### config.mk
export PLATFORM = sky130hd
export DESIGN_NAME = event_mask_subscription_matcher_core
export DESIGN_NICKNAME = d
export VERILOG_FILES = /design/src/rtl/emsm_pkg.sv /design/src/rtl/emsm_ram.sv /design/src/rtl/emsm_ctrl.sv /design/src/rtl/emsm_dpath.sv /design/src/rtl/event_mask_subscription_matcher_core.sv
export VERILOG_INCLUDE_DIRS = /design/src /design/src/rtl
export SDC_FILE = /design/constraint.sdc
export NUM_CORES = 1
export LEC_CHECK = 0
export BUFFER_PORTS_ARGS = -buffer_cell sky130_fd_sc_hd__buf_2
export CAP_MARGIN = 5
export CORE_MARGIN = 4
export CORE_UTILIZATION = 56
export CTS_CLUSTER_SIZE = 10
export DETAILED_ROUTE_END_ITERATION = 8
export HOLD_SLACK_MARGIN = 0.12
export PLACE_DENSITY_LB_ADDON = 0.25
export SLEW_MARGIN = 10
export SYNTH_ARGS = -nofsm -noshare
export SYNTH_HDL_FRONTEND = slang
export SYNTH_HIERARCHICAL = 1
export SYNTH_SLANG_ARGS = --single-unit
### constraint.sdc
create_clock -name clk_i -period 10.09 [get_ports clk_i]
set_input_delay 1.5135 -clock clk_i [delete_from_list [all_inputs] [get_ports clk_i]]
set_output_delay 1.5135 -clock clk_i [all_outputs]
set_load 0.1 [all_outputs]
### src/rtl/assert_macros.svh
// ---------------------------------------------------------------------------
// Assertion macros shared by the matcher RTL.
// ---------------------------------------------------------------------------
`ifndef ASSERT_MACROS_SVH
`define ASSERT_MACROS_SVH

`ifndef SYNTHESIS

// Check that prop holds at every edge outside reset.
`define EMSM_ASSERT(name, clk, rst_n, prop, msg) \
  name: assert property (@(posedge clk) disable iff (!(rst_n)) (prop)) else $error(msg);

// Check that cond is never true outside reset.
`define EMSM_ASSERT_NEVER(name, clk, rst_n, cond, msg) \
  name: assert property (@(posedge clk) disable iff (!(rst_n)) !(cond)) else $error(msg);

`else

`define EMSM_ASSERT(name, clk, rst_n, prop, msg)
`define EMSM_ASSERT_NEVER(name, clk, rst_n, cond, msg)

`endif

`endif

### src/rtl/emsm_pkg.sv
// ---------------------------------------------------------------------------
// emsm_pkg
// Types and codes of the event mask subscription matcher.
// ---------------------------------------------------------------------------
`timescale 1ns / 1ps

package emsm_pkg;

  typedef enum logic [1:0] {
    CMD_REGISTER   = 2'd0,
    CMD_UNREGISTER = 2'd1,
    CMD_SEND       = 2'd2
  } cmd_e;

  typedef enum logic [1:0] {
    ST_OK        = 2'd0,
    ST_NOT_FOUND = 2'd1,
    ST_FULL      = 2'd2
  } status_e;

  typedef enum logic [1:0] {
    MODE_SUBSET   = 2'd0,
    MODE_ALL_BITS = 2'd1
  } mode_e;

  typedef enum logic [2:0] {
    S_IDLE,
    S_DISPATCH,
    S_SCAN,
    S_SHIFT,
    S_FINISH
  } state_e;

  // Table read: none, newest entry, next older entry, next newer entry.
  typedef enum logic [1:0] {
    RD_NONE,
    RD_TOP,
    RD_DOWN,
    RD_UP
  } rd_sel_e;

  typedef struct packed {
    logic [1:0]  command;
    logic [7:0]  task_id;
    logic [31:0] event_mask;
    logic [1:0]  match_mode;
  } emsm_in_t;

  typedef struct packed {
    logic [1:0] status;
    logic       fired;
    logic [7:0] fired_task;
    logic       last;
  } emsm_out_t;

  typedef struct packed {
    logic [7:0]  task_id;
    logic [31:0] mask;
    logic [1:0]  mode;
  } entry_t;

  localparam int EntryW = $bits(entry_t);

  typedef struct packed {
    logic       load_item;
    logic       cnt_inc;
    logic       cnt_dec;
    logic       wr_front;
    logic       wr_shift;
    rd_sel_e    rd_sel;
    logic       pend_take;
    logic       emit_pend;
    logic       emit_final;
    logic       status_load;
    logic [1:0] status_val;
  } dp_cmd_t;

  typedef struct packed {
    logic [1:0] command;
    logic       cnt_zero;
    logic       cnt_full;
    logic       ptr_zero;
    logic       ptr_top;
    logic       hit_task;
    logic       hit_event;
    logic       pend;
    logic       out_free;
  } dp_sts_t;

endpackage

### src/rtl/emsm_ram.sv
// ---------------------------------------------------------------------------
// emsm_ram
// Simple dual-port RAM: one write port, one read port with registered data.
// ---------------------------------------------------------------------------
`timescale 1ns / 1ps

module emsm_ram #(
  parameter int DataW = 42,
  parameter int Depth = 16,
  localparam int AddrW = (Depth > 1) ? $clog2(Depth) : 1
) (
  input  logic             clk_i,
  input  logic             we_i,
  input  logic [AddrW-1:0] waddr_i,
  input  logic [DataW-1:0] wdata_i,
  input  logic             re_i,
  input  logic [AddrW-1:0] raddr_i,
  output logic [DataW-1:0] rdata_o
);

  logic [DataW-1:0] mem_q [Depth];
  logic [DataW-1:0] rdata_q;

  always_ff @(posedge clk_i) begin
    if (we_i) begin
      mem_q[waddr_i] <= wdata_i;
    end
    if (re_i) begin
      rdata_q <= mem_q[raddr_i];
    end
  end

  assign rdata_o = rdata_q;

endmodule

### src/rtl/emsm_ctrl.sv
// ---------------------------------------------------------------------------
// emsm_ctrl
// Sequencer: decodes an item and steps the datapath through scan and shift.
// ---------------------------------------------------------------------------
`timescale 1ns / 1ps

module emsm_ctrl (
  input  logic              clk_i,
  input  logic              rst_ni,
  input  logic              in_valid_i,
  output logic              in_stall_o,
  input  emsm_pkg::dp_sts_t sts_i,
  output emsm_pkg::dp_cmd_t cmd_o
);
  import emsm_pkg::*;

  state_e state_q, state_d;

  always_ff @(posedge clk_i or negedge rst_ni) begin
    if (!rst_ni) begin
      state_q <= S_IDLE;
    end else begin
      state_q <= state_d;
    end
  end

  // Next state
  always_comb begin
    state_d = state_q;
    unique case (state_q)
      S_IDLE: begin
        if (in_valid_i) begin
          state_d = S_DISPATCH;
        end
      end
      S_DISPATCH: begin
        unique case (sts_i.command)
          CMD_UNREGISTER, CMD_SEND: state_d = sts_i.cnt_zero ? S_FINISH : S_SCAN;
          default:                  state_d = S_FINISH;
        endcase
      end
      S_SCAN: begin
        if (sts_i.command == CMD_UNREGISTER) begin
          priority if (sts_i.hit_task) begin
            state_d = sts_i.ptr_top ? S_FINISH : S_SHIFT;
          end else if (sts_i.ptr_zero) begin
            state_d = S_FINISH;
          end else begin
            state_d = state_q;
          end
        end else if (!(sts_i.hit_event && sts_i.pend && !sts_i.out_free)) begin
          if (sts_i.ptr_zero) begin
            state_d = S_FINISH;
          end
        end
      end
      S_SHIFT: begin
        if (sts_i.ptr_top) begin
          state_d = S_FINISH;
        end
      end
      S_FINISH: begin
        if (sts_i.out_free) begin
          state_d = S_IDLE;
        end
      end
      default: state_d = S_IDLE;
    endcase
  end

  // Outputs
  always_comb begin
    cmd_o      = '0;
    in_stall_o = 1'b1;
    unique case (state_q)
      S_IDLE: begin
        in_stall_o      = 1'b0;
        cmd_o.load_item = in_valid_i;
      end
      S_DISPATCH: begin
        unique case (sts_i.command)
          CMD_REGISTER: begin
            if (sts_i.cnt_full) begin
              cmd_o.status_load = 1'b1;
              cmd_o.status_val  = ST_FULL;
            end else begin
              cmd_o.wr_front = 1'b1;
              cmd_o.cnt_inc  = 1'b1;
            end
          end
          CMD_UNREGISTER: begin
            if (sts_i.cnt_zero) begin
              cmd_o.status_load = 1'b1;
              cmd_o.status_val  = ST_NOT_FOUND;
            end else begin
              cmd_o.rd_sel = RD_TOP;
            end
          end
          CMD_SEND: begin
            if (!sts_i.cnt_zero) begin
              cmd_o.rd_sel = RD_TOP;
            end
          end
          default: ;
        endcase
      end
      S_SCAN: begin
        if (sts_i.command == CMD_UNREGISTER) begin
          priority if (sts_i.hit_task) begin
            if (sts_i.ptr_top) begin
              cmd_o.cnt_dec = 1'b1;
            end else begin
              cmd_o.rd_sel = RD_UP;
            end
          end else if (sts_i.ptr_zero) begin
            cmd_o.status_load = 1'b1;
            cmd_o.status_val  = ST_NOT_FOUND;
          end else begin
            cmd_o.rd_sel = RD_DOWN;
          end
        end else if (!(sts_i.hit_event && sts_i.pend && !sts_i.out_free)) begin
          // Hold a hit back until the next one shows it was not the final one.
          cmd_o.pend_take = sts_i.hit_event;
          cmd_o.emit_pend = sts_i.hit_event && sts_i.pend;
          if (!sts_i.ptr_zero) begin
            cmd_o.rd_sel = RD_DOWN;
          end
        end
      end
      S_SHIFT: begin
        cmd_o.wr_shift = 1'b1;
        if (sts_i.ptr_top) begin
          cmd_o.cnt_dec = 1'b1;
        end else begin
          cmd_o.rd_sel = RD_UP;
        end
      end
      S_FINISH: begin
        cmd_o.emit_final = sts_i.out_free;
      end
      default: ;
    endcase
  end

endmodule

### src/rtl/emsm_dpath.sv
// ---------------------------------------------------------------------------
// emsm_dpath
// Subscription table, fill count, scan pointer, match logic and result register.
// ---------------------------------------------------------------------------
`timescale 1ns / 1ps
`include "assert_macros.svh"

module emsm_dpath #(
  parameter int TableDepth = 16
) (
  input  logic                clk_i,
  input  logic                rst_ni,
  input  emsm_pkg::emsm_in_t  in_data_i,
  input  emsm_pkg::dp_cmd_t   cmd_i,
  output emsm_pkg::dp_sts_t   sts_o,
  input  logic                out_stall_i,
  output logic                out_valid_o,
  output emsm_pkg::emsm_out_t out_data_o
);
  import emsm_pkg::*;

  localparam int CntW  = $clog2(TableDepth + 1);
  localparam int AddrW = (TableDepth > 1) ? $clog2(TableDepth) : 1;

  // Entries sit oldest at address 0, newest at count - 1.
  emsm_in_t         item_q;
  logic [CntW-1:0]  count_q, count_d;
  logic [AddrW-1:0] ptr_q, ptr_d;
  logic             pend_q, pend_d;
  logic [7:0]       pend_task_q;
  logic [1:0]       status_q;
  emsm_out_t        res_q, res_d;
  logic             res_vld_q, res_vld_d;

  logic [CntW-1:0]   count_m1;
  logic [AddrW-1:0]  top_addr;
  logic              rd_en;
  logic [AddrW-1:0]  raddr;
  logic              wr_en;
  logic [AddrW-1:0]  waddr;
  logic [EntryW-1:0] wdata;
  logic [EntryW-1:0] rdata;
  entry_t            rd_entry;
  entry_t            new_entry;
  logic              hit_event;
  logic              out_free;
  logic              res_load;

  assign count_m1 = count_q - CntW'(1);
  assign top_addr = count_m1[AddrW-1:0];

  always_comb begin
    raddr = ptr_q;
    unique case (cmd_i.rd_sel)
      RD_TOP:  raddr = top_addr;
      RD_DOWN: raddr = ptr_q - AddrW'(1);
      RD_UP:   raddr = ptr_q + AddrW'(1);
      default: raddr = ptr_q;
    endcase
  end

  assign rd_en = (cmd_i.rd_sel != RD_NONE);
  assign ptr_d = rd_en ? raddr : ptr_q;

  assign new_entry = '{task_id: item_q.task_id, mask: item_q.event_mask,
                       mode: item_q.match_mode};

  assign wr_en = cmd_i.wr_front || cmd_i.wr_shift;
  assign waddr = cmd_i.wr_front ? count_q[AddrW-1:0] : ptr_q - AddrW'(1);
  assign wdata = cmd_i.wr_front ? new_entry : rdata;

  emsm_ram #(
    .DataW(EntryW),
    .Depth(TableDepth)
  ) u_table (
    .clk_i  (clk_i),
    .we_i   (wr_en),
    .waddr_i(waddr),
    .wdata_i(wdata),
    .re_i   (rd_en),
    .raddr_i(raddr),
    .rdata_o(rdata)
  );

  assign rd_entry = entry_t'(rdata);

  always_comb begin
    unique case (rd_entry.mode)
      MODE_SUBSET:   hit_event = ((rd_entry.mask | item_q.event_mask) == rd_entry.mask);
      MODE_ALL_BITS: hit_event = ((rd_entry.mask & item_q.event_mask) == rd_entry.mask);
      default:       hit_event = 1'b0;
    endcase
  end

  always_comb begin
    count_d = count_q;
    if (cmd_i.cnt_inc) begin
      count_d = count_q + CntW'(1);
    end else if (cmd_i.cnt_dec) begin
      count_d = count_m1;
    end
  end

  always_comb begin
    pend_d = pend_q;
    if (cmd_i.load_item) begin
      pend_d = 1'b0;
    end else if (cmd_i.pend_take) begin
      pend_d = 1'b1;
    end
  end

  // Result register: load a mid-stream hit or the closing result.
  assign out_free = !res_vld_q || !out_stall_i;
  assign res_load = cmd_i.emit_pend || cmd_i.emit_final;

  always_comb begin
    res_d = res_q;
    if (cmd_i.emit_pend) begin
      res_d = '{status: ST_OK, fired: 1'b1, fired_task: pend_task_q, last: 1'b0};
    end else if (cmd_i.emit_final) begin
      res_d = '{status: status_q, fired: pend_q,
                fired_task: pend_q ? pend_task_q : 8'd0, last: 1'b1};
    end
  end

  always_comb begin
    res_vld_d = res_vld_q;
    if (res_load) begin
      res_vld_d = 1'b1;
    end else if (!out_stall_i) begin
      res_vld_d = 1'b0;
    end
  end

  always_ff @(posedge clk_i or negedge rst_ni) begin
    if (!rst_ni) begin
      count_q   <= '0;
      ptr_q     <= '0;
      pend_q    <= 1'b0;
      res_vld_q <= 1'b0;
    end else begin
      count_q   <= count_d;
      ptr_q     <= ptr_d;
      pend_q    <= pend_d;
      res_vld_q <= res_vld_d;
    end
  end

  always_ff @(posedge clk_i) begin
    if (cmd_i.load_item) begin
      item_q <= in_data_i;
    end
    if (cmd_i.pend_take) begin
      pend_task_q <= rd_entry.task_id;
    end
    if (cmd_i.load_item) begin
      status_q <= ST_OK;
    end else if (cmd_i.status_load) begin
      status_q <= cmd_i.status_val;
    end
    res_q <= res_d;
  end

  assign sts_o = '{
    command:   item_q.command,
    cnt_zero:  (count_q == '0),
    cnt_full:  (count_q == CntW'(TableDepth)),
    ptr_zero:  (ptr_q == '0),
    ptr_top:   (CntW'(ptr_q) == count_m1),
    hit_task:  (rd_entry.task_id == item_q.task_id),
    hit_event: hit_event,
    pend:      pend_q,
    out_free:  out_free
  };

  assign out_valid_o = res_vld_q;
  assign out_data_o  = res_q;

  `EMSM_ASSERT(a_count_in_range, clk_i, rst_ni, count_q <= CntW'(TableDepth), "fill count overflow")
  `EMSM_ASSERT_NEVER(a_no_result_overwrite, clk_i, rst_ni, res_load && res_vld_q && out_stall_i, "result overwritten while stalled")
  `EMSM_ASSERT_NEVER(a_no_insert_when_full, clk_i, rst_ni, cmd_i.wr_front && (count_q == CntW'(TableDepth)), "insert into full table")

endmodule

### src/rtl/event_mask_subscription_matcher_core.sv
// Register and unused commands go from dispatch straight to their result. Unregister
// scans the table from the newest entry down for the task, then shifts the entries
// above it down one place. Send scans all stored entries, one entry per cycle through the
// table RAM read port; a stalled output holds the scan. Items are taken one at a time.
// Reset empties the table at once by clearing the fill count; there is no clearing pass.
// ---------------------------------------------------------------------------
// event_mask_subscription_matcher_core
// Subscription table with register, unregister and event send commands.
// ---------------------------------------------------------------------------
`timescale 1ns / 1ps

module event_mask_subscription_matcher_core #(
  parameter int TableDepth = 16
) (
  input  logic                clk_i,
  input  logic                rst_ni,
  input  logic                in_valid_i,
  output logic                in_stall_o,
  input  emsm_pkg::emsm_in_t  in_data_i,
  output logic                out_valid_o,
  input  logic                out_stall_i,
  output emsm_pkg::emsm_out_t out_data_o
);
  import emsm_pkg::*;

  dp_cmd_t dp_cmd;
  dp_sts_t dp_sts;

  emsm_ctrl u_ctrl (
    .clk_i     (clk_i),
    .rst_ni    (rst_ni),
    .in_valid_i(in_valid_i),
    .in_stall_o(in_stall_o),
    .sts_i     (dp_sts),
    .cmd_o     (dp_cmd)
  );

  emsm_dpath #(
    .TableDepth(TableDepth)
  ) u_dpath (
    .clk_i      (clk_i),
    .rst_ni     (rst_ni),
    .in_data_i  (in_data_i),
    .cmd_i      (dp_cmd),
    .sts_o      (dp_sts),
    .out_stall_i(out_stall_i),
    .out_valid_o(out_valid_o),
    .out_data_o (out_data_o)
  );

endmodule
# Yosys cells after proc, flatten, opt, wreduce, memory -nomap -nowiden
# Memory sizes are Yosys's and may differ from the RTL's. A register that Yosys moved wholly into a read port is not among the register bits.
# Cells that the tools add are included.
dict set report word_totals {
  register_bits 80
  latch_bits 0
  mem_bits_rw 672
  mem_bits_ro 0
  input_bits 48
  out_inout_bits 14
  memories 1
}
dict set report classes {
  add_sub_neg 4
  multipliers 0
  div 0
  n_lt_le_gt_ge 0
  n_eq_ne 20
  n_shift 0
  muxes 54
  n_bitwise 2
  n_reduce_logical 19
}
# name words word_bits read_ports rd_ports_with_merged_regs write_ports line_no
set memory_table {}
lappend memory_table {u_dpath.u_table.mem_q 16 42 1 1 1 emsm_ram.sv:21} ;# logic [DataW-1:0] mem_q [Depth];
# op n
set op_table {}
lappend op_table {{== test 32 bit} 2}
lappend op_table {{two-way mux 3 bit} 15}
lappend op_table {{two-way mux 42 bit} 1}
lappend op_table {{bitwise AND 32 bit} 1}
lappend op_table {{bitwise OR 32 bit} 1}
lappend op_table {{two-way mux 9 bit} 2}
lappend op_table {{two-way mux 1 bit} 17}
lappend op_table {{case mux 3 bit (5 select lines)} 1}
lappend op_table {{two-way mux 2 bit} 7}
lappend op_table {{case mux 3 bit (2 select lines)} 2}
lappend op_table {{case mux 4 bit (3 select lines)} 1}
lappend op_table {{two-way mux 5 bit} 2}
lappend op_table {{== test 8 bit} 1}
lappend op_table {{two-way mux 4 bit} 2}
lappend op_table {{two-way mux 8 bit} 1}
lappend op_table {{nonzero test 2 bit} 4}
lappend op_table {{== test 2 x 1 -> 1 bit, second input constant} 3}
lappend op_table {{== test 2 bit, second input constant} 3}
lappend op_table {{== test 3 x 2 -> 1 bit, second input constant} 2}
lappend op_table {{!= test 2 x 1 -> 1 bit, second input constant} 3}
lappend op_table {{case mux 2 bit (3 select lines)} 1}
lappend op_table {{adder 5 x 1 -> 5 bit, second input constant} 1}
lappend op_table {{== test 4 x 5 -> 1 bit} 1}
lappend op_table {{== test 5 bit, second input constant} 1}
lappend op_table {{other kinds (17)} 24}

# Longest topological paths before layout
# Gate-level depths: netlist of run 1.
dict set report logic_depth {
  word_depth 10
  mapped_depth 22
  ltp_nobuf 18
}

# By module
# The synthesis of run 1 kept the hierarchy.
# module n_inst cells_each area_each_um2 seq_area_each_um2
set by_module_without_submodules {}
lappend by_module_without_submodules {emsm_ram 1 1092 26479.1 21440.6}
lappend by_module_without_submodules {emsm_dpath 1 336 4010.1 2197.1}
lappend by_module_without_submodules {emsm_ctrl 1 62 427.9 75.1}

# Worst setup path before layout of run 1
# OpenSTA, ideal clock, no wires.
dict set report synth_timing {
  path_kind {reg2reg}
  startpoint {register u_dpath.count_q[0]}
  endpoint {memory u_dpath.u_table.mem_q[0][0] (enable)}
  arrival_ns 5.363
  t_required_ns 9.597
  path_slack_ns 4.234
  path_stages_with_launch 11
  n_path_buf 3
  synth_period_minus_slack_ns 5.856
  cell_sequence {dfrtp_1 > clkbuf_1 > inv_1 > ha_1 > and3_1 > nor2b_1 > clkbuf_1 > clkbuf_1 > o21ai_0 > or3b_2 > nor3_1}
}
# element line_no
set synth_rtl {}
lappend synth_rtl {{start: declaration} emsm_dpath.sv:27} ;# logic [CntW-1:0] count_q, count_d;
lappend synth_rtl {{start signal: assignment} emsm_dpath.sv:143} ;# count_q <= count_d;
lappend synth_rtl {{end: declaration} emsm_ram.sv:21}

==> results.tsv, run 1 <==
stage	metric	value	unit
clock_network	CTS Buffer Depth	3	
timing	Final Hold Viols	0	
cells_and_area	Nets	1653	
yosys	Main synth FF type	edfxtp_1	
pwr	VDD IR max	503	uV
timing	worst slew pin tran	1040	ps
clock_network	CTS resizes	0	
timing	Final Skew	32.4	ps
detailed_routing	top sig layer	met4	
outcome	status	completed	
clock_network	H-tree depth	3	
detailed_routing	Avg WL per Cell	30.0	um
detailed_routing	Routed Antenna Nets	0	
yosys	YS warnings	6	
timing	Setup WS post-layout	4460	ps
timing	setup tns final	0	ps
worst_setup_path	CP Capture Type	flip-flop	
yosys	async set-or-reset flop fraction in the synthesized netlist	1.76	%
worst_setup_path	arrival time at the worst endpoint	6000	ps
cells_and_area	n_diodes	0	
yosys	synthesized net count	1545	
place	IO buf count	61	
detailed_routing	Starting DRT DRC Count	2070	
pwr	Leak Pwr	0.0111	uW
timing	Tcrit/Tclk final	55.8	%
die	Die Width	243	um
clock_network	clk_lat worst skew	640	ps
grt	Global Route Usage Sum	24.0	%
die	effective utilization at floorplan	57.0	%
detailed_routing	Pre-antenna DRT Iters	6	
clock_network	clock sinks	794	
grt	largest net degree at the start of global routing	118	
yosys	Mapped Area	0.0309	sq mm
timing	Slew HR	30.6	%
timing	Max Clk Rate	178	MHz
detailed_routing	DR vias	15200	
cells_and_area	fillers	3638	
die	row count	85	
worst_setup_path	startpoint types	flip-flop	
detailed_routing	routed wl met2	34000	um
clock_network	root buf cell	clkbuf_16	
detailed_routing	Met1 Wirelength	27200	um
cells_and_area	Layout area overhead	11.8	%
die	I/O pins	62	
yosys	Mapped Avg Cell Area	20.7	sq um
place	Post-DP HPWL	33600	um
detailed_routing	Remaining DRCs	0	
grt	first-pass GRT wire length	103000	um
worst_setup_path	CP Data Required Time	10470	ps
yosys	ranking of synthesized cells by area	edfxtp_1 75%, mux4_2 12%, a22oi_1 2.1%, mux2_2 1.3%, dfrtp_1 1.1%	
clock_network	CTS Buf Count	90	
pwr	Pwr per Cell Area	344	mW/mm^2
yosys	area share of the largest cell type after synthesis	75.2	%
clock_network	clock-pin slew on the worst setup and hold paths	50	ps
grt	number of global-route vias before repair	15600	
timing	Slew Viols, Final	0	
die	die height	243	um
detailed_routing	metal3 WL	7040	um
place	Placement Setup Slack	4470	ps
place	Placer Congestion	0.791	
grt	initial antenna violation count	0	
timing	Final setup viols	0	
pwr	Power, Total	11900	uW
clock_network	setup bufs post-CTS	0	
worst_setup_path	worst-path maximum fanout	117	
worst_setup_path	WS Path Type	reg2reg	
yosys	cell count after synthesis	1490	
yosys	post-synthesis sequential area ratio	76.7	%
yosys	area leader, netlist	edfxtp_1	
timing	crit path time final	5630	ps
die	die area	0.0590	sq mm
worst_setup_path	Reg2Reg Setup Slack	4460	ps
yosys	#FFs+latches synth	794	
hold_path	Hold Path Class	reg2reg	
detailed_routing	final wirelength	69800	um
job	max_cap viols	0	
grt	GRT overflow	0	
clock_network	hold buffers post-CTS	0	
yosys	Yosys cell types	54	
die	area of the core	0.0542	sq mm
clock_network	CTS tree	done	
timing	RSZ-0062 raised after global routing	no	
cells_and_area	share of cells above drive strength 1	26.5	%
yosys	number of synthesized flops with an enable pin	774	
detailed_routing	Vias/cell	6.55	
-- synthesized netlist by cell type, drive strengths merged (2+ instances only) --
| library cell | instances |
|---|---|
| o2111ai | 2 |
| nand4 | 5 |
| a22o | 2 |
| buf | 44 |
| o221ai | 3 |
| edfxtp | 774 |
| nand2 | 65 |
| dfxtp | 6 |
| a2111oi | 5 |
| a21o | 2 |
| ha | 7 |
| o22ai | 8 |
| xnor2 | 17 |
| or2 | 4 |
| mux2 | 37 |
| and3 | 3 |
| nor2 | 35 |
| nand3 | 3 |
| a2111o | 3 |
| nor3b | 3 |
| o31a | 2 |
| or3 | 2 |
| nor2b | 27 |
| and2 | 2 |
| nor3 | 13 |
| dfrtp | 14 |
| nor4 | 3 |
| clkbuf | 34 |
| a31oi | 2 |
| nor4b | 3 |
| inv | 36 |
| a41oi | 2 |
| xor2 | 6 |
| nand3b | 4 |
| mux2i | 8 |
| a22oi | 87 |
| nand2b | 12 |
| o21ai | 22 |
| a21oi | 6 |
| mux4 | 169 |
-- cell usage in the layout, fill, tap and decap left out, types with 4 or more instances in the layout --
master / synthesis / final
inv_1: 36 / 36
mux2_2: 37 / 37
dfxtp_1: 6 / 6
buf_2: 21 / 61
nor2_4: 0 / 14
o21ai_0: 18 / 18
nand2_1: 65 / 65
nor3_1: 13 / 9
xnor2_1: 17 / 17
buf_4: 10 / 32
nand3b_1: 4 / 4
nand2b_1: 12 / 12
o22ai_1: 8 / 8
edfxtp_1: 774 / 774
dfrtp_1: 14 / 14
nor2_1: 35 / 21
nand4_1: 5 / 5
a21oi_1: 6 / 5
nor3_2: 0 / 4
clkbuf_16: 0 / 91
nor2b_1: 27 / 24
mux2i_1: 8 / 8
o21ai_1: 4 / 4
a22oi_1: 87 / 87
mux4_2: 169 / 169
ha_1: 7 / 7
xor2_1: 6 / 6
clkbuf_1: 34 / 21
-- routing by layer --
| layer | GRT usage, % | up-vias |
|---|---|---|
| li1 | - | 6325 |
| met1 | 35.1 | 7971 |
| met2 | 37.8 | 798 |
| met3 | 5.12 | 120 |
| met4 | 5.91 | 0 |
| met5 | 0 | - |
-- power breakdown --
part           internal, uW  switching [uW]  total, uW
Sequential             4580             217       4800
Clock                  1630            1200       2840
Combinational          1750            2510       4260
Total                  7970            3930      11900
-- kinds of logic after synthesis --
logic type / Yosys count / synth area share, %
compound gates: 151 / 3.57
xor+xnor: 23 / 0.652
fa+ha+maj: 7 / 0.283
buf+inv: 114 / 1.88
flops: 794 / 76.7
mux: 214 / 13.9
simple gates: 187 / 3.00
-- state kept, by name, summed over array words and instances (netlist names) --
signal / count
u_dpath/pend_q: 1
u_dpath/ptr_q: 4
u_dpath/status_q: 2
u_dpath/count_q: 5
u_dpath/out_data_o: 12
u_dpath/u_table/mem_q: 672
u_ctrl/state_q: 3
u_dpath/out_valid_o: 1
u_dpath/sts_o: 2
u_dpath/item_q: 42
u_dpath/u_table/rdata_o: 42
u_dpath/pend_task_q: 8
-- worst max-delay path, stage by stage, from the launching register on --
cell      delay, ps
dfrtp_1         480
inv_1           170
ha_1            300
and3_1          190
nor3_1           50
a211oi_1        230
a41oi_1          70
nor4_1          560
nor2b_1         190
o21ai_0         190
a21oi_1         290
or2_2           420
o221ai_4        390
buf_12          710
mux4_2          610
a22oi_1         270
nand2_1          80
-- cell type report --
type	count	area, sq um	share of cell area [%]
timing repair buffer	94	566	1.64
inverter	36	135	0.391
clock inverter	9	125	0.362
multi-input combinational	582	6810	19.7
clock buffer	112	2360	6.81
sequential	794	23700	68.6
tap	696	871	2.52
-- per-stage QoR --
stage	area [sq um]	utilization (%)	hold slack, ps	std cells
after detailed placement	32100	59.2	460	2202
after floorplan	30900	-	460	1490
final	34600	63.7	481	2323
after CTS	34600	63.7	490	2323
after global routing	34600	63.7	513	2323
after global placement	32100	59.2	439	2202
-- final timing paths --
check | startpoint | to | cells after the start
max | u_dpath/count_q[0]$_DFFE_PN0P_ | u_dpath/u_table/rdata_o[10]$_DFFE_PP_ | 16
max in group asynchronous | rst_ni | u_dpath/count_q[2]$_DFFE_PN0P_ | 1
min in group asynchronous | rst_ni | u_dpath/ptr_q[1]$_DFFE_PN0P_ | 1
min | u_dpath/out_data_o[9]$_SDFFE_PP1P_ | u_dpath/out_data_o[9]$_SDFFE_PP1P_ | 2
max reg2reg | u_dpath/count_q[0]$_DFFE_PN0P_ | u_dpath/u_table/rdata_o[10]$_DFFE_PP_ | 16
min reg2reg | u_dpath/out_data_o[9]$_SDFFE_PP1P_ | u_dpath/out_data_o[9]$_SDFFE_PP1P_ | 2
Power figures use the tool's default switching activity.
==> inputs of run 2 (changes only) <==
- ABC_AREA: not set -> 1
- clock period: 10.09 -> 4.5 ns (I/O delays scaled with it)
==> run 2 against run 1 <==
Highest routed layer unchanged. Critical endpoint is now u_dpath/u_table/rdata_o[11]$_DFFE_PP_. Critical path type unchanged. Count of clock-buffer cells in the layout fell by 5. Setup slack got worse by 4200 ps. Sequential power rose by 130%. Fmax rose by 32%. Clock skew fell by 14 ps. Critical path depth rose by 6.
==> results.tsv, run 2 <==
stage	metric	value	unit
outcome	status	completed	
cells_and_area	multi-input gate area in the final layout	0.00796	sq mm
grt	first-pass GRT wire length	131000	um
detailed_routing	Pre-antenna DRT Iters	8	
cells_and_area	most common cell after layout, fill and taps aside	nand2_1	
yosys	area leader, netlist	edfxtp_1	
pwr	clock share of power	19.9	%
cells_and_area	non-filler cells, final	4252	
yosys	number of synthesized flops with an enable pin	774	
die	area of the core	0.0607	sq mm
clock_network	CTS tree	done	
pwr	Comb pwr share	46.1	%
detailed_routing	Avg WL per Cell	20.2	um
pwr	Sw Ratio	42.3	%
yosys	Mapped Area	0.0345	sq mm
pwr	net switching power	13500	uW
detailed_routing	DR vias	23700	
grt	largest net degree at the start of global routing	112	
worst_setup_path	CP Capture Type	flip-flop	
grt	met1 GRT Util	35.6	%
detailed_routing	Routed Antenna Nets	0	
grt	M3 GR Usage	5.39	%
clock_network	clock-pin slew on the worst setup and hold paths	50	ps
die	row count	90	
cells_and_area	fillers	4523	
die	die area	0.0656	sq mm
detailed_routing	Vias/cell	5.58	
grt	Global Route Usage Sum	25.9	%
worst_setup_path	CP Data Required Time	4850	ps
pwr	Leak Pwr	0.0165	uW
yosys	YS warnings	6	
die	Die Width	256	um
place	IO buf count	61	
yosys	Yosys cell types	40	
worst_setup_path	worst-path maximum fanout	86	
cells_and_area	share of cells above drive strength 1	8.45	%
timing	Slew HR	17.1	%
worst_setup_path	WS Path Type	reg2reg	
clock_network	clock sinks	794	
yosys	Main synth FF type	edfxtp_1	
grt	GRT Max-Usage Layer	met2	
yosys	cell count after synthesis	3364	
timing	Slew Viols, Final	0	
clock_network	setup bufs post-CTS	0	
yosys	post-synthesis sequential area ratio	68.7	%
clock_network	root buf cell	clkbuf_16	
yosys	ranking of synthesized cells by area	edfxtp_1 67%, nand2_1 12%, nand3_1 7.6%, inv_1 6.6%, buf_2 1.1%	
yosys	Mapped Avg Cell Area	10.3	sq um
grt	GRT overflow	0	
timing	worst slew pin tran	1230	ps
grt	initial antenna violation count	3	
detailed_routing	final wirelength	85800	um
clock_network	H-tree depth	3	
worst_setup_path	startpoint types	flip-flop	
detailed_routing	Remaining DRCs	0	
cells_and_area	max reg flops	672	
yosys	Post-synth top cells	1079 x nand2_1, 774 x edfxtp_1, 604 x inv_1	
place	Placer Congestion	0.880	
yosys	async set-or-reset flop fraction in the synthesized netlist	1.76	%
job	max_cap viols	0	
clock_network	CTS Buffer Depth	3	
die	die height	256	um
yosys	#FFs+latches synth	794	
timing	Max Clk Rate	234	MHz
cells_and_area	Top reg by flops	u_dpath/u_table/mem_q	
timing	Final Skew	18.3	ps
timing	Final setup viols	0	
cells_and_area	commonest non-fill, non-tap cells in the layout	1078 x nand2_1, 774 x edfxtp_1, 602 x inv_1	
worst_setup_path	arrival time at the worst endpoint	4620	ps
timing	crit path time final	4270	ps
timing	Final Hold Viols	0	
pwr	Pwr per Cell Area	823	mW/mm^2
clock_network	CTS Buf Count	90	
yosys	area share of the largest cell type after synthesis	67.4	%
grt	number of global-route vias before repair	22900	
pwr	part of the power in registers	34.1	%
place	DP Cell Count	4139	
timing	Tcrit/Tclk final	95.0	%
pwr	VDD IR max	654	uV
cells_and_area	Sequential Area	0.0237	sq mm
grt	met2 usage	41.4	%
yosys	most common cell in the netlist	nand2_1	
pwr	internal power	18400	uW
cells_and_area	final instance area	0.0387	sq mm
yosys	synthesized net count	3419	
die	I/O pins	62	
place	Post-DP HPWL	45200	um
detailed_routing	Starting DRT DRC Count	2308	
clock_network	clk_lat worst skew	630	ps
hold_path	Hold Path Class	in2reg	
cells_and_area	Nets	3505	
cells_and_area	Layout area overhead	12.2	%
place	area post-placement	0.0363	sq mm
die	effective utilization at floorplan	56.8	%
## run 2: worst max-delay path, stage by stage (launching register included)
cell and delay (ps):
edfxtp_1 420, nand2_1 100, nand2_1 50, nor2_1 180, nand2_1 210, nor2_1 140
nand3_1 100, a21oi_2 360, nand3_1 150, inv_1 100, o21ai_0 90, nand2_1 80
nand2_1 150, inv_1 150, o211ai_1 150, buf_12 210, inv_8 330, buf_12 390
nand2_1 110, nand3_1 90, nand3_1 100, nand3_1 110, nand2_1 100
## run 2: kinds of logic (layout without fill, tap and decap cells)
group                      after synthesis  after routing  share of synthesized area (%)
and+or+nand+nor                       1705           1705                           20.7
DFF                                    794            794                           68.7
buffers and inverters                  766            871                           8.70
AOI/OAI and AO/OA                       78             78                           1.24
xor gates and xnor gates                14             14                          0.377
adders and majority gates                7              7                          0.254
other                                    0              1                              0
## run 2: power groups by stage
stage          clock (uW)  combinational, uW  sequential [uW]
2_1_floorplan           0               9530            11100
3_3_place_gp            0              14100            11000
3_5_place_dp            0              14400            11000
4_1_cts              6430              14500            10800
5_1_grt              6750              16100            10900
6_report             6330              14700            10900
## run 2: timing repair
action | 4_1_cts | 5_1_grt
endpoints found under the hold margin | 14 | 0
resized for setup | 0 | 6
endpoints found under the setup margin | 0 | 42
hold buffers | 1 | 0
## run 2: area by class of cell
cell class                      instances  area share [%]
Clock inverter                          4          0.0743
Multi-Input combinational cell       1804            20.5
Sequential cell                       794            61.2
Timing Repair Buffer                  149            3.45
Antenna cell                            1         0.00646
Tap cell                              782            2.53
Clock buffer                          107            6.20
Inverter                              611            5.96
## run 2: metal layers
layer / vias up / part of all wire (%)
li1: 11000 / -
met1: 11300 / 40
met2: 1207 / 47
met3: 208 / 10
met4: 0 / 3.4
met5: - / 0
## run 2: path summary, 6_finish.rpt
path	depth (start not counted)	from	slack [ps]	to
max	22	u_dpath/item_q[27]$_DFFE_PP_	230	u_dpath/u_table/rdata_o[11]$_DFFE_PP_
min	1	in_data_i[43]	220	u_dpath/sts_o[9]$_DFFE_PP_
max reg2reg	22	u_dpath/item_q[27]$_DFFE_PP_	230	u_dpath/u_table/rdata_o[11]$_DFFE_PP_
min reg2reg	0	u_dpath/u_table/rdata_o[36]$_DFFE_PP_	450	u_dpath/pend_task_q[2]$_DFFE_PP_
max in group asynchronous	2	rst_ni	3760	u_dpath/ptr_q[2]$_DFFE_PN0P_
min in group asynchronous	2	rst_ni	480	u_ctrl/state_q[2]$_DFFE_PN0P_
## run 2: metrics by stage
| stage | util [%] | hold WS [ps] | setup TNS (ps) | total power, uW | setup slack (ps) |
|---|---|---|---|---|---|
| after floorplan | - | 379 | 0 | 20600 | 349 |
| after global placement | 59.8 | 435 | 0 | 25000 | 205 |
| after detailed placement | 59.8 | 452 | 0 | 25400 | 144 |
| after CTS | 63.8 | 196 | 0 | 31800 | 90.5 |
| after global routing | 63.8 | 205 | -81.7 | 33800 | -36.8 |
| final | 63.8 | 223 | 0 | 31900 | 226 |
